File: src/rtl/tmsq_pkg.sv
// ----------------------------------------------------------------------------
// tmsq_pkg
// Types and constants shared by the timed H-bridge motor sequencer.
// ----------------------------------------------------------------------------
package tmsq_pkg;

  // number of drive slots in the result item
  localparam int unsigned NUM_DRIVES = 3;

  localparam logic [31:0] US_PER_MS = 32'd1000;
  localparam logic [22:0] MAX_MS    = 23'd4294967;

  typedef enum logic [3:0] {
    MODE_STAGE    = 4'd0,
    MODE_START    = 4'd1,
    MODE_TICK     = 4'd2,
    MODE_PAUSE    = 4'd3,
    MODE_RESUME   = 4'd4,
    MODE_ABORT    = 4'd5,
    MODE_RUN      = 4'd6,
    MODE_STOP     = 4'd7,
    MODE_STOP_ALL = 4'd8
  } mode_e;

  typedef enum logic [2:0] {
    STATUS_IDLE      = 3'd0,
    STATUS_RUNNING   = 3'd1,
    STATUS_PAUSED    = 3'd2,
    STATUS_COMPLETED = 3'd3,
    STATUS_ABORTED   = 3'd4
  } status_e;

  typedef enum logic [1:0] {
    CFG_DUTY_LIMIT  = 2'd0,
    CFG_INVERT_MASK = 2'd1,
    CFG_EN_POLARITY = 2'd2
  } cfg_idx_e;

  typedef struct packed {
    logic [7:0] duty_limit;
    logic [2:0] direction_invert_mask;
    logic       enable_active_high;
  } cfg_t;

  typedef struct packed {
    logic [3:0]  mode;
    logic [1:0]  motor;
    logic [22:0] duration_ms;
    logic [7:0]  speed;
    logic        direction;
  } in_item_t;

  typedef struct packed {
    logic [7:0] right_duty_0;
    logic [7:0] left_duty_0;
    logic [7:0] right_duty_1;
    logic [7:0] left_duty_1;
    logic [7:0] right_duty_2;
    logic [7:0] left_duty_2;
    logic [2:0] enable_levels;
    logic [2:0] batch_status;
  } out_item_t;

endpackage

File: src/rtl/tmsq_drive.sv
// ----------------------------------------------------------------------------
// tmsq_drive
// Half-bridge duty and enable pin level generation for each motor.
// ----------------------------------------------------------------------------
module tmsq_drive #(
  parameter int unsigned MOTOR_COUNT = 3
) (
  input  logic [MOTOR_COUNT-1:0] running_i,
  input  logic [MOTOR_COUNT-1:0] direction_i,
  input  logic [7:0]             speed_i [MOTOR_COUNT],
  input  tmsq_pkg::cfg_t         cfg_i,
  output logic [7:0]             right_duty_o [tmsq_pkg::NUM_DRIVES],
  output logic [7:0]             left_duty_o [tmsq_pkg::NUM_DRIVES],
  output logic [tmsq_pkg::NUM_DRIVES-1:0] enable_o
);

  for (genvar i = 0; i < tmsq_pkg::NUM_DRIVES; i++) begin : g_drive
    if (i < MOTOR_COUNT) begin : g_used
      logic [7:0] duty;
      logic       drive_right;

      assign duty = (speed_i[i] < cfg_i.duty_limit) ? speed_i[i] : cfg_i.duty_limit;
      // clockwise drives the right side unless the motor is inverted
      assign drive_right = (~direction_i[i]) ^ cfg_i.direction_invert_mask[i];

      assign right_duty_o[i] = (running_i[i] && drive_right) ? duty : 8'd0;
      assign left_duty_o[i]  = (running_i[i] && !drive_right) ? duty : 8'd0;
      assign enable_o[i]     = (running_i[i] == cfg_i.enable_active_high);
    end else begin : g_unused
      assign right_duty_o[i] = 8'd0;
      assign left_duty_o[i]  = 8'd0;
      assign enable_o[i]     = 1'b0;
    end
  end

endmodule

File: src/rtl/timed_hbridge_motor_sequencer_core.sv
// ----------------------------------------------------------------------------
// timed_hbridge_motor_sequencer_core
// Timed batch sequencer and direct control for up to three H-bridge motors.
// ----------------------------------------------------------------------------
// Commands enter on the in_* valid/ready channel, one per transfer: stage a
// timed move, start/pause/resume/abort the batch, a microsecond tick, or
// direct run/stop/stop-all. Every command gives exactly one result on the
// out_* channel holding both duties of each motor, the enable pin levels and
// the batch status after that command.
// A command is taken into an input register, then the state update and the
// drive outputs are written into the result register. Throughput is one
// command per cycle while the receiver takes results; the update is a set
// of per-motor countdowns and selects plus one constant multiply of the
// staged time.
// When the receiver stalls, the result register holds and the input register
// still takes one more command; after that in_ready_o drops until the result
// is taken. Reset halts all motors, clears the batch and staged moves and
// loads duty_limit 255, no inversion and active-high enables. The cfg_* port
// writes a register at any edge with cfg_we_i high.
// ----------------------------------------------------------------------------
module timed_hbridge_motor_sequencer_core #(
  parameter int unsigned MOTOR_COUNT = 3
) (
  input  logic                clk_i,
  input  logic                rst_ni,
  input  logic                in_valid_i,
  output logic                in_ready_o,
  input  tmsq_pkg::in_item_t  in_item_i,
  output logic                out_valid_o,
  input  logic                out_ready_i,
  output tmsq_pkg::out_item_t out_item_o,
  input  logic                cfg_we_i,
  input  logic [1:0]          cfg_idx_i,
  input  logic [7:0]          cfg_wdata_i
);

  localparam int unsigned Mc = MOTOR_COUNT;

  // configuration
  tmsq_pkg::cfg_t cfg_q;

  always_ff @(posedge clk_i or negedge rst_ni) begin
    if (!rst_ni) begin
      cfg_q.duty_limit            <= 8'd255;
      cfg_q.direction_invert_mask <= 3'd0;
      cfg_q.enable_active_high    <= 1'b1;
    end else if (cfg_we_i) begin
      case (cfg_idx_i)
        tmsq_pkg::CFG_DUTY_LIMIT:  cfg_q.duty_limit            <= cfg_wdata_i;
        tmsq_pkg::CFG_INVERT_MASK: cfg_q.direction_invert_mask <= cfg_wdata_i[2:0];
        tmsq_pkg::CFG_EN_POLARITY: cfg_q.enable_active_high    <= cfg_wdata_i[0];
        default: ;
      endcase
    end
  end

  // input register and handshake
  logic               s1_valid_q;
  tmsq_pkg::in_item_t s1_item_q;
  logic               s1_adv;
  logic               out_valid_q;
  tmsq_pkg::out_item_t out_item_q, out_item_d;

  assign s1_adv     = s1_valid_q && (!out_valid_q || out_ready_i);
  assign in_ready_o = !s1_valid_q || s1_adv;

  always_ff @(posedge clk_i or negedge rst_ni) begin
    if (!rst_ni) begin
      s1_valid_q <= 1'b0;
    end else if (in_ready_o) begin
      s1_valid_q <= in_valid_i;
    end
  end

  always_ff @(posedge clk_i) begin
    if (in_valid_i && in_ready_o) begin
      s1_item_q <= in_item_i;
    end
  end

  // sequencer state
  logic [31:0]   remaining_q [Mc];
  logic [31:0]   remaining_d [Mc];
  logic [31:0]   staged_us_q [Mc];
  logic [31:0]   staged_us_d [Mc];
  logic [7:0]    staged_speed_q [Mc];
  logic [7:0]    staged_speed_d [Mc];
  logic [7:0]    speed_q [Mc];
  logic [7:0]    speed_d [Mc];
  logic [Mc-1:0] staged_dir_q, staged_dir_d;
  logic [Mc-1:0] staged_valid_q, staged_valid_d;
  logic [Mc-1:0] active_q, active_d;
  logic [Mc-1:0] dir_q, dir_d;
  logic [Mc-1:0] running_q, running_d;
  logic          paused_q, paused_d;
  logic          busy_q, busy_d;

  logic [Mc-1:0]     sel;
  logic [22:0]       dur_sat;
  logic [31:0]       dur_us;
  tmsq_pkg::status_e event_st;

  for (genvar i = 0; i < Mc; i++) begin : g_sel
    assign sel[i] = (s1_item_q.motor == 2'(i));
  end

  assign dur_sat = (s1_item_q.duration_ms > tmsq_pkg::MAX_MS) ?
                   tmsq_pkg::MAX_MS : s1_item_q.duration_ms;
  assign dur_us  = 32'(32'(dur_sat) * tmsq_pkg::US_PER_MS);

  always_comb begin
    remaining_d    = remaining_q;
    staged_us_d    = staged_us_q;
    staged_speed_d = staged_speed_q;
    speed_d        = speed_q;
    staged_dir_d   = staged_dir_q;
    staged_valid_d = staged_valid_q;
    active_d       = active_q;
    dir_d          = dir_q;
    running_d      = running_q;
    paused_d       = paused_q;
    busy_d         = busy_q;
    event_st       = tmsq_pkg::STATUS_IDLE;

    case (s1_item_q.mode)
      tmsq_pkg::MODE_STAGE: begin
        if (s1_item_q.duration_ms != 23'd0) begin
          for (int i = 0; i < Mc; i++) begin
            if (sel[i]) begin
              staged_us_d[i]    = dur_us;
              staged_speed_d[i] = s1_item_q.speed;
              staged_dir_d[i]   = s1_item_q.direction;
              staged_valid_d[i] = 1'b1;
            end
          end
        end
      end
      tmsq_pkg::MODE_START: begin
        if (!busy_q) begin
          if (staged_valid_q == '0) begin
            event_st = tmsq_pkg::STATUS_COMPLETED;
          end else begin
            for (int i = 0; i < Mc; i++) begin
              if (staged_valid_q[i]) begin
                remaining_d[i] = staged_us_q[i];
                speed_d[i]     = staged_speed_q[i];
                dir_d[i]       = staged_dir_q[i];
                running_d[i]   = 1'b1;
              end
            end
            active_d       = staged_valid_q;
            staged_valid_d = '0;
            busy_d         = 1'b1;
            paused_d       = 1'b0;
          end
        end
      end
      tmsq_pkg::MODE_TICK: begin
        if (busy_q && !paused_q) begin
          for (int i = 0; i < Mc; i++) begin
            if (active_q[i]) begin
              if (remaining_q[i] != 32'd0) begin
                remaining_d[i] = remaining_q[i] - 32'd1;
              end
              if (remaining_q[i] <= 32'd1) begin
                active_d[i]  = 1'b0;
                running_d[i] = 1'b0;
              end
            end
          end
          if (active_d == '0) begin
            busy_d   = 1'b0;
            event_st = tmsq_pkg::STATUS_COMPLETED;
          end
        end
      end
      tmsq_pkg::MODE_PAUSE: begin
        if (busy_q && !paused_q) begin
          paused_d  = 1'b1;
          running_d = running_q & ~active_q;
        end
      end
      tmsq_pkg::MODE_RESUME: begin
        if (busy_q && paused_q) begin
          paused_d  = 1'b0;
          running_d = running_q | active_q;
        end
      end
      tmsq_pkg::MODE_ABORT: begin
        if (busy_q) begin
          running_d = running_q & ~active_q;
          for (int i = 0; i < Mc; i++) begin
            remaining_d[i] = 32'd0;
          end
          active_d = '0;
          busy_d   = 1'b0;
          paused_d = 1'b0;
          event_st = tmsq_pkg::STATUS_ABORTED;
        end
      end
      tmsq_pkg::MODE_RUN: begin
        for (int i = 0; i < Mc; i++) begin
          if (sel[i]) begin
            speed_d[i]   = s1_item_q.speed;
            dir_d[i]     = s1_item_q.direction;
            running_d[i] = 1'b1;
          end
        end
      end
      tmsq_pkg::MODE_STOP: begin
        running_d = running_q & ~sel;
      end
      tmsq_pkg::MODE_STOP_ALL: begin
        running_d = '0;
      end
      default: ;
    endcase
  end

  always_ff @(posedge clk_i or negedge rst_ni) begin
    if (!rst_ni) begin
      for (int i = 0; i < Mc; i++) begin
        remaining_q[i]    <= 32'd0;
        staged_us_q[i]    <= 32'd0;
        staged_speed_q[i] <= 8'd0;
        speed_q[i]        <= 8'd0;
      end
      staged_dir_q   <= '0;
      staged_valid_q <= '0;
      active_q       <= '0;
      dir_q          <= '0;
      running_q      <= '0;
      paused_q       <= 1'b0;
      busy_q         <= 1'b0;
    end else if (s1_adv) begin
      remaining_q    <= remaining_d;
      staged_us_q    <= staged_us_d;
      staged_speed_q <= staged_speed_d;
      speed_q        <= speed_d;
      staged_dir_q   <= staged_dir_d;
      staged_valid_q <= staged_valid_d;
      active_q       <= active_d;
      dir_q          <= dir_d;
      running_q      <= running_d;
      paused_q       <= paused_d;
      busy_q         <= busy_d;
    end
  end

  // drive outputs from the state after this command
  logic [7:0] right_duty [tmsq_pkg::NUM_DRIVES];
  logic [7:0] left_duty [tmsq_pkg::NUM_DRIVES];
  logic [tmsq_pkg::NUM_DRIVES-1:0] enable_lv;

  tmsq_drive #(
    .MOTOR_COUNT(MOTOR_COUNT)
  ) u_drive (
    .running_i   (running_d),
    .direction_i (dir_d),
    .speed_i     (speed_d),
    .cfg_i       (cfg_q),
    .right_duty_o(right_duty),
    .left_duty_o (left_duty),
    .enable_o    (enable_lv)
  );

  always_comb begin
    out_item_d.right_duty_0  = right_duty[0];
    out_item_d.left_duty_0   = left_duty[0];
    out_item_d.right_duty_1  = right_duty[1];
    out_item_d.left_duty_1   = left_duty[1];
    out_item_d.right_duty_2  = right_duty[2];
    out_item_d.left_duty_2   = left_duty[2];
    out_item_d.enable_levels = enable_lv;
    if (event_st != tmsq_pkg::STATUS_IDLE) begin
      out_item_d.batch_status = event_st;
    end else if (busy_d) begin
      out_item_d.batch_status = paused_d ? tmsq_pkg::STATUS_PAUSED : tmsq_pkg::STATUS_RUNNING;
    end else begin
      out_item_d.batch_status = tmsq_pkg::STATUS_IDLE;
    end
  end

  // result register
  always_ff @(posedge clk_i or negedge rst_ni) begin
    if (!rst_ni) begin
      out_valid_q <= 1'b0;
    end else if (s1_adv) begin
      out_valid_q <= 1'b1;
    end else if (out_ready_i) begin
      out_valid_q <= 1'b0;
    end
  end

  always_ff @(posedge clk_i) begin
    if (s1_adv) begin
      out_item_q <= out_item_d;
    end
  end

  assign out_valid_o = out_valid_q;
  assign out_item_o  = out_item_q;

  // a batch in progress always has at least one timed motor
  assert property (@(posedge clk_i) disable iff (!rst_ni)
    busy_q == (active_q != '0))
    else $error("batch busy flag and active motors disagree");

  assert property (@(posedge clk_i) disable iff (!rst_ni)
    paused_q |-> busy_q)
    else $error("paused without a batch");

  // no state update while a result waits to be taken
  assert property (@(posedge clk_i) disable iff (!rst_ni)
    (out_valid_o && !out_ready_i) |=> ($stable(running_q) && $stable(active_q)))
    else $error("state changed during an output stall");

endmodule
File: config.mk
export PLATFORM = sky130hd
export DESIGN_NAME = timed_hbridge_motor_sequencer_core
export DESIGN_NICKNAME = d
export VERILOG_FILES = /design/src/rtl/tmsq_pkg.sv /design/src/rtl/tmsq_drive.sv /design/src/rtl/timed_hbridge_motor_sequencer_core.sv
export SDC_FILE = /design/constraint.sdc
export NUM_CORES = 1
export LEC_CHECK = 0
export BUFFER_PORTS_ARGS = -buffer_cell sky130_fd_sc_hd__buf_4
export CAP_MARGIN = 0
export CORE_MARGIN = 2
export CORE_UTILIZATION = 45
export DETAILED_ROUTE_END_ITERATION = 8
export GPL_TIMING_DRIVEN = 1
export SLEW_MARGIN = 20
export SYNTH_ARGS = -nofsm -noshare
export SYNTH_HDL_FRONTEND = slang
export SYNTH_SLANG_ARGS = --single-unit
File: constraint.sdc
create_clock -name clk_i -period 15.5 [get_ports clk_i]
set_clock_uncertainty 0.2 [all_clocks]
set_input_delay 3.1 -clock clk_i [delete_from_list [all_inputs] [get_ports clk_i]]
set_output_delay 3.1 -clock clk_i [all_outputs]
set_load 0.005 [all_outputs]
# After elaboration in Yosys (flattened, before gate mapping)
# Cells that the tools add are included.
# word_totals
inputBits,53
register_bits,354
# classes
n_mul,1
bitwise,11
add_sub_neg,3
n_mux,101
reduce_logical,44
eq_ne,32
n_lt_le_gt_ge,7
# ops
operator,n
two-way mux 96 bit,4
two-way mux 32 bit,9
one-hot mux 96 bit (3 select lines),1
"<= comparator 32 x 1 -> 1 bit, second input constant",3
nonzero test 32 bit,3
"subtractor 32 x 1 -> 32 bit, second input constant",3
two-way mux 8 bit,9
two-way mux 3 bit,17
two-way mux 24 bit,2
one-hot mux 24 bit (2 select lines),1
two-way mux 1 bit,44
"inequality test 2 bit, second input constant",17
"multiplier 23 x 7 -> 29 bit, second input constant",1
AND reduction 9 bit,3
less-than comparator 8 bit,3
one-hot mux 3 bit (8 select lines),1
AND reduction 6 bit,4
"> comparator 23 bit, second input constant",1
two-way mux 23 bit,1
nonzero test 23 bit,1
one-hot mux 3 bit (3 select lines),2
"== test 4 x 3 -> 1 bit, second input constant",4
two-way mux 2 bit,6
one-hot mux 3 bit (2 select lines),2
other kinds (23),57

# Depth between registers and ports, before layout
# depth
depth_word,11
depth_mapped,25

# Cells and area by module
# From an unflattened synthesis, not the netlist that was laid out.
# hier_totals
hier_cells,2241
area_unflattened_um2,21715.8
# modules_own_cells
mod,instances,cells_per_inst,area_each_um2
timed_hbridge_motor_sequencer_core,1,2082,20613.5
tmsq_drive,1,159,1102.3

# Worst setup path before layout
# No wires, ideal clock.
# synth_path
kind,input port to output port
start,in out_ready_i
end,out in_ready_o
setup_slack_ns,8.926
t_arrival_ns,3.274
cell_stages,1
path_cell_list,nand3b_1
# synth_between
elab_chain_len,3
# synth_lines
element,line,rtl
"start, declared",timed_hbridge_motor_sequencer_core.sv:30,"input logic out_ready_i,"
logical OR 1 bit,timed_hbridge_motor_sequencer_core.sv:64,assign s1_adv = s1_valid_q && (!out_valid_q || out_ready_i);
logical AND 1 bit,timed_hbridge_motor_sequencer_core.sv:64,
logical OR 1 bit,timed_hbridge_motor_sequencer_core.sv:65,assign in_ready_o = !s1_valid_q || s1_adv;
"end, declared",timed_hbridge_motor_sequencer_core.sv:27,"output logic in_ready_o,"
# Every way passes these cells.

# Final worst setup path
# layout_path
start,reg s1_item_q[12] (netlist bit)
end,reg staged_us_q[88] (netlist bit)
# layout_between
elab_chain_len,3
elab_cells_between_ends,5
cone_classes,mul: 1; order compare: 1; mux: 1; reduce/logical: 2
# layout_lines
element,line,rtl
"start, declared",timed_hbridge_motor_sequencer_core.sv:59,tmsq_pkg::in_item_t s1_item_q;
"start signal, assigned",timed_hbridge_motor_sequencer_core.sv:77,s1_item_q <= in_item_i;
> comparator 23 bit,timed_hbridge_motor_sequencer_core.sv:107,assign dur_sat = (s1_item_q.duration_ms > tmsq_pkg::MAX_MS) ?
two-way mux 23 bit,timed_hbridge_motor_sequencer_core.sv:107,
multiplier 23 x 7 -> 29 bit,timed_hbridge_motor_sequencer_core.sv:109,assign dur_us = 32'(32'(dur_sat) * tmsq_pkg::US_PER_MS);
"end signal, assigned",timed_hbridge_motor_sequencer_core.sv:237,staged_us_q <= staged_us_d;
"end, declared",timed_hbridge_motor_sequencer_core.sv:84,logic [31:0] staged_us_q [Mc];
# Several ways; a longest one is shown, not always the timed one.
# A chain may end at the register's enable or synchronous reset.

==> impl_metrics.yaml <==
timing:
  slew_viol_final: 0
  relSlewSlack: 0.254
  fin_setup_tns_ps: 0
  setup-violations-final: 0
  rsz0062_at_grt: "no"
  fmax_mhz: 145
  worst_pin_slew_ps: 1110
  min_period_over_period: 0.444
  fin_crit_ps: 6880
  hold_viol: 0
synth:
  synth_flop_cell: "dfrtp_1"
  synth_cells: 2246
  avgSynthCellArea_um2: 9.43
  synth_top_cell_by_area: "dfrtp_1"
  synth_area_mm2: 0.0212
  async_reset_ff_frac: 0.740
  yosys.area.top_type_share: 0.299
  synth_warnings: 0
  synth-seq-cells: 354
  synth_cell_types: 96
  yosysMostFrequentCell: "nand2_1"
  syn_nets: 2472
  netlist_top_cells_count: "298 x nand2_1, 282 x o21ai_0, 253 x dfrtp_1"
  ys_seq_area_frac: 0.440
  synth_edf_count: 92
  synth_area_leaders: "dfrtp_1 30%, edfxtp_1 13%, fa_1 7.7%"
hold_path:
  min_path_type: "flip-flop to flip-flop"
critical_path:
  r2r-end: "staged_us_q[88]"
  critPathKind: "flip-flop to flip-flop"
  crit_arrival_ps: 7100
  r2r-start: "s1_item_q[12]"
  max_stage_delay_ps: 550
  critPathRequiredTime_ps: 15720
  critPathBufInv: 2
  crit_end: "staged_us_q[88]"
  path_max_fanout: 15
  cp-end-kind: "flip-flop"
  path_depth: 20
  crit_top_cell: "fa_1"
  path_cells: "a311o_1, a211o_1, a21boi_0, o21ai_0, nand2_1, nand2b_1, inv_1, fa_1, fa_1, fa_1, fa_1, inv_1, ha_1, o211ai_1, a21oi_1, a311oi_1, o21ai_0, o22ai_1, xor2_1, o21ai_0"
  timing.critical_path.from: "s1_item_q[12]"
  rr_worst_depth: 20
  r2r_slack_ps: 8620
  crit_slowest_cell: "fa_1"
  worstSetupStartpointType: "flip-flop"
  crit_family: "compound AO/OA/AOI/OAI gates"
global_routing:
  grt_usage: 0.228
  grt_pass1_vias: 16000
  grt_antenna_before_repair: 0
  grt_max_degree: 144
  overflow: 0
  grt_pass1_wl_um: 89300
floorplanning:
  die_h_um: 221
  start_util: 0.455
  core_area_mm2: 0.0466
  die-area_mm2: 0.0488
  die_x_um: 221
  rows: 79
  ios: 109
cts:
  clock-sinks: 354
  cts-resized-gates: 0
  clock_path_buffers: 3
  cts_tree: "done"
  postCtsHoldBufs: 0
  h-tree-depth: 2
  numCtsBuffers: 41
  postCtsSetupBuffers: 0
  clkSlewWorstSetupHoldPaths_ps: 60
  clk_latency_ps: 580
  ctsRootBufferMaster: "clkbuf_16"
flow_run:
  cap_violations: 0
detailed_routing:
  ant_nets: 0
  drt_wl_total_um: 55500
  drc_errors: 0
  drt_pre_antenna_iters: 5
  drtIter0Drc: 1314
  detail_route.vias_per_cell: 5.69
  via_count: 16700
  wl_per_cell_um: 18.9
pwr:
  intPower_uw: 2410
  sw_frac_of_total: 0.423
  clkPwrFrac: 0.252
  power.switching_uw: 1770
  power_density_mw_per_mm2: 175
  p_total_uw: 4180
  p_leak_uw: 0.0107
  max-vdd-ir-drop_v: 0.000111
  p_seq_frac: 0.300
  combPwrFrac: 0.448
final_layout:
  fillCellCount: 4275
  finalNetCount: 2528
  final_util: 0.514
  drive_gt1_frac: 0.109
  antenna_cells: 0
  final_area_mm2: 0.0239
  syn_to_final_growth_pct: 12.9
placement:
  port_buffers: 108
  globalplace.congestion: 0.845
  hpwl_um: 40500
  place_area_mm2: 0.0224
status:
  status: "completed"
registers in the layout (all words and copies together) (netlist names):
name,count
remaining_q,96
staged_us_q,87
out_item_o,54
s1_item_q,38
speed_q,24
staged_speed_q,24
cfg_q,12
active_q,3
dir_q,3
running_q,3
staged_dir_q,3
staged_valid_q,3
busy_q,1
out_valid_o,1
paused_q,1
s1_valid_q,1
worst reg2reg max path: stages, from the launching register on:
cell and delay [ps]:
edfxtp_1 420, a311o_1 380, a211o_1 280, a21boi_0 150, o21ai_0 140, nand2_1 370
nand2b_1 270, inv_1 170, fa_1 460, fa_1 550, fa_1 450, fa_1 520
inv_1 40, ha_1 330, o211ai_1 300, a21oi_1 140, a311oi_1 520, o21ai_0 300
o22ai_1 230, xor2_1 370, o21ai_0 120
routing by layer:
layer	part of all wire	vias up	GRT usage
met5	0	-	0
met4	0.018	0	0.0491
met3	0.064	70	0.0380
met2	0.43	492	0.335
met1	0.48	8166	0.352
li1	-	8001	-
area by class of cell:
type                    instances  area, µm²  area share
clock buffers                  56       1180      0.0495
clock inverters                20        294      0.0123
inverters                     172        647      0.0270
multi-input cells            1610      10800       0.450
flip-flops and latches        354       9330       0.390
well taps                     607        759      0.0318
repair buffers                123        947      0.0396
per-stage QoR:
stage,hold WS (ps),instances,worst slack [ps]
CTS,273,2942,8610
detailed placement,259,2866,8650
floorplan,238,2246,8930
global placement,250,2866,8680
global route,289,2942,8080
finish,272,2942,8620
power groups by stage:
stage          clock (µW)  sequential, µW  combinational (µW)
5_1_grt              1110            1270                2090
3_5_place_dp            0            1270                1860
4_1_cts              1080            1250                1870
3_3_place_gp            0            1260                1830
2_1_floorplan           0            1210                1270
6_report             1050            1250                1870
how the worst min path moves through the flow:
stage	depth (start not counted)	endpoint	startpoint	slack, ps
2_1_floorplan	2	staged_speed_q[8]	staged_speed_q[8]	240
3_3_place_gp	2	staged_speed_q[10]	staged_speed_q[10]	250
3_5_place_dp	2	staged_speed_q[8]	staged_speed_q[8]	260
4_1_cts	2	staged_speed_q[8]	staged_speed_q[8]	270
5_1_grt	2	staged_speed_q[5]	staged_speed_q[5]	290
6_report	2	staged_speed_q[8]	staged_speed_q[8]	270
layout by cell type (no fill, tap or decap), types with 7 or more instances in the layout:
cell type / Yosys / layout
mux2_2: 11 / 11
a32oi_1: 20 / 20
nand3_1: 22 / 22
dfrtp_1: 253 / 253
nand2_1: 298 / 298
o22ai_1: 9 / 9
or3_1: 14 / 13
clkbuf_16: 0 / 42
a22oi_1: 65 / 65
mux2i_1: 27 / 27
dfstp_2: 9 / 9
nor2b_1: 14 / 14
a21oi_1: 113 / 113
o21ai_0: 282 / 282
a21o_1: 18 / 18
nand4_1: 13 / 13
and3_1: 7 / 7
nor2_1: 199 / 199
a31oi_1: 32 / 32
o211ai_1: 9 / 9
xor2_1: 14 / 14
nor3_1: 68 / 66
edfxtp_1: 92 / 92
o31ai_1: 10 / 10
buf_4: 3 / 120
fa_1: 82 / 82
ha_1: 91 / 91
or4_1: 8 / 7
nor4_1: 23 / 22
nand2b_1: 24 / 23
xnor2_1: 15 / 15
nand4b_1: 9 / 9
inv_1: 172 / 171
clkbuf_8: 3 / 8
logic make-up after synthesis:
kind of cell / Yosys count / synth area share
and+or+nand+nor: 742 / 0.161
AOI/OAI and AO/OA: 627 / 0.180
DFF: 354 / 0.440
buffers and inverters: 282 / 0.0556
adders and majority gates: 173 / 0.131
muxes: 39 / 0.0193
xor gates and xnor gates: 29 / 0.0120
Power figures use the tool's default switching activity.
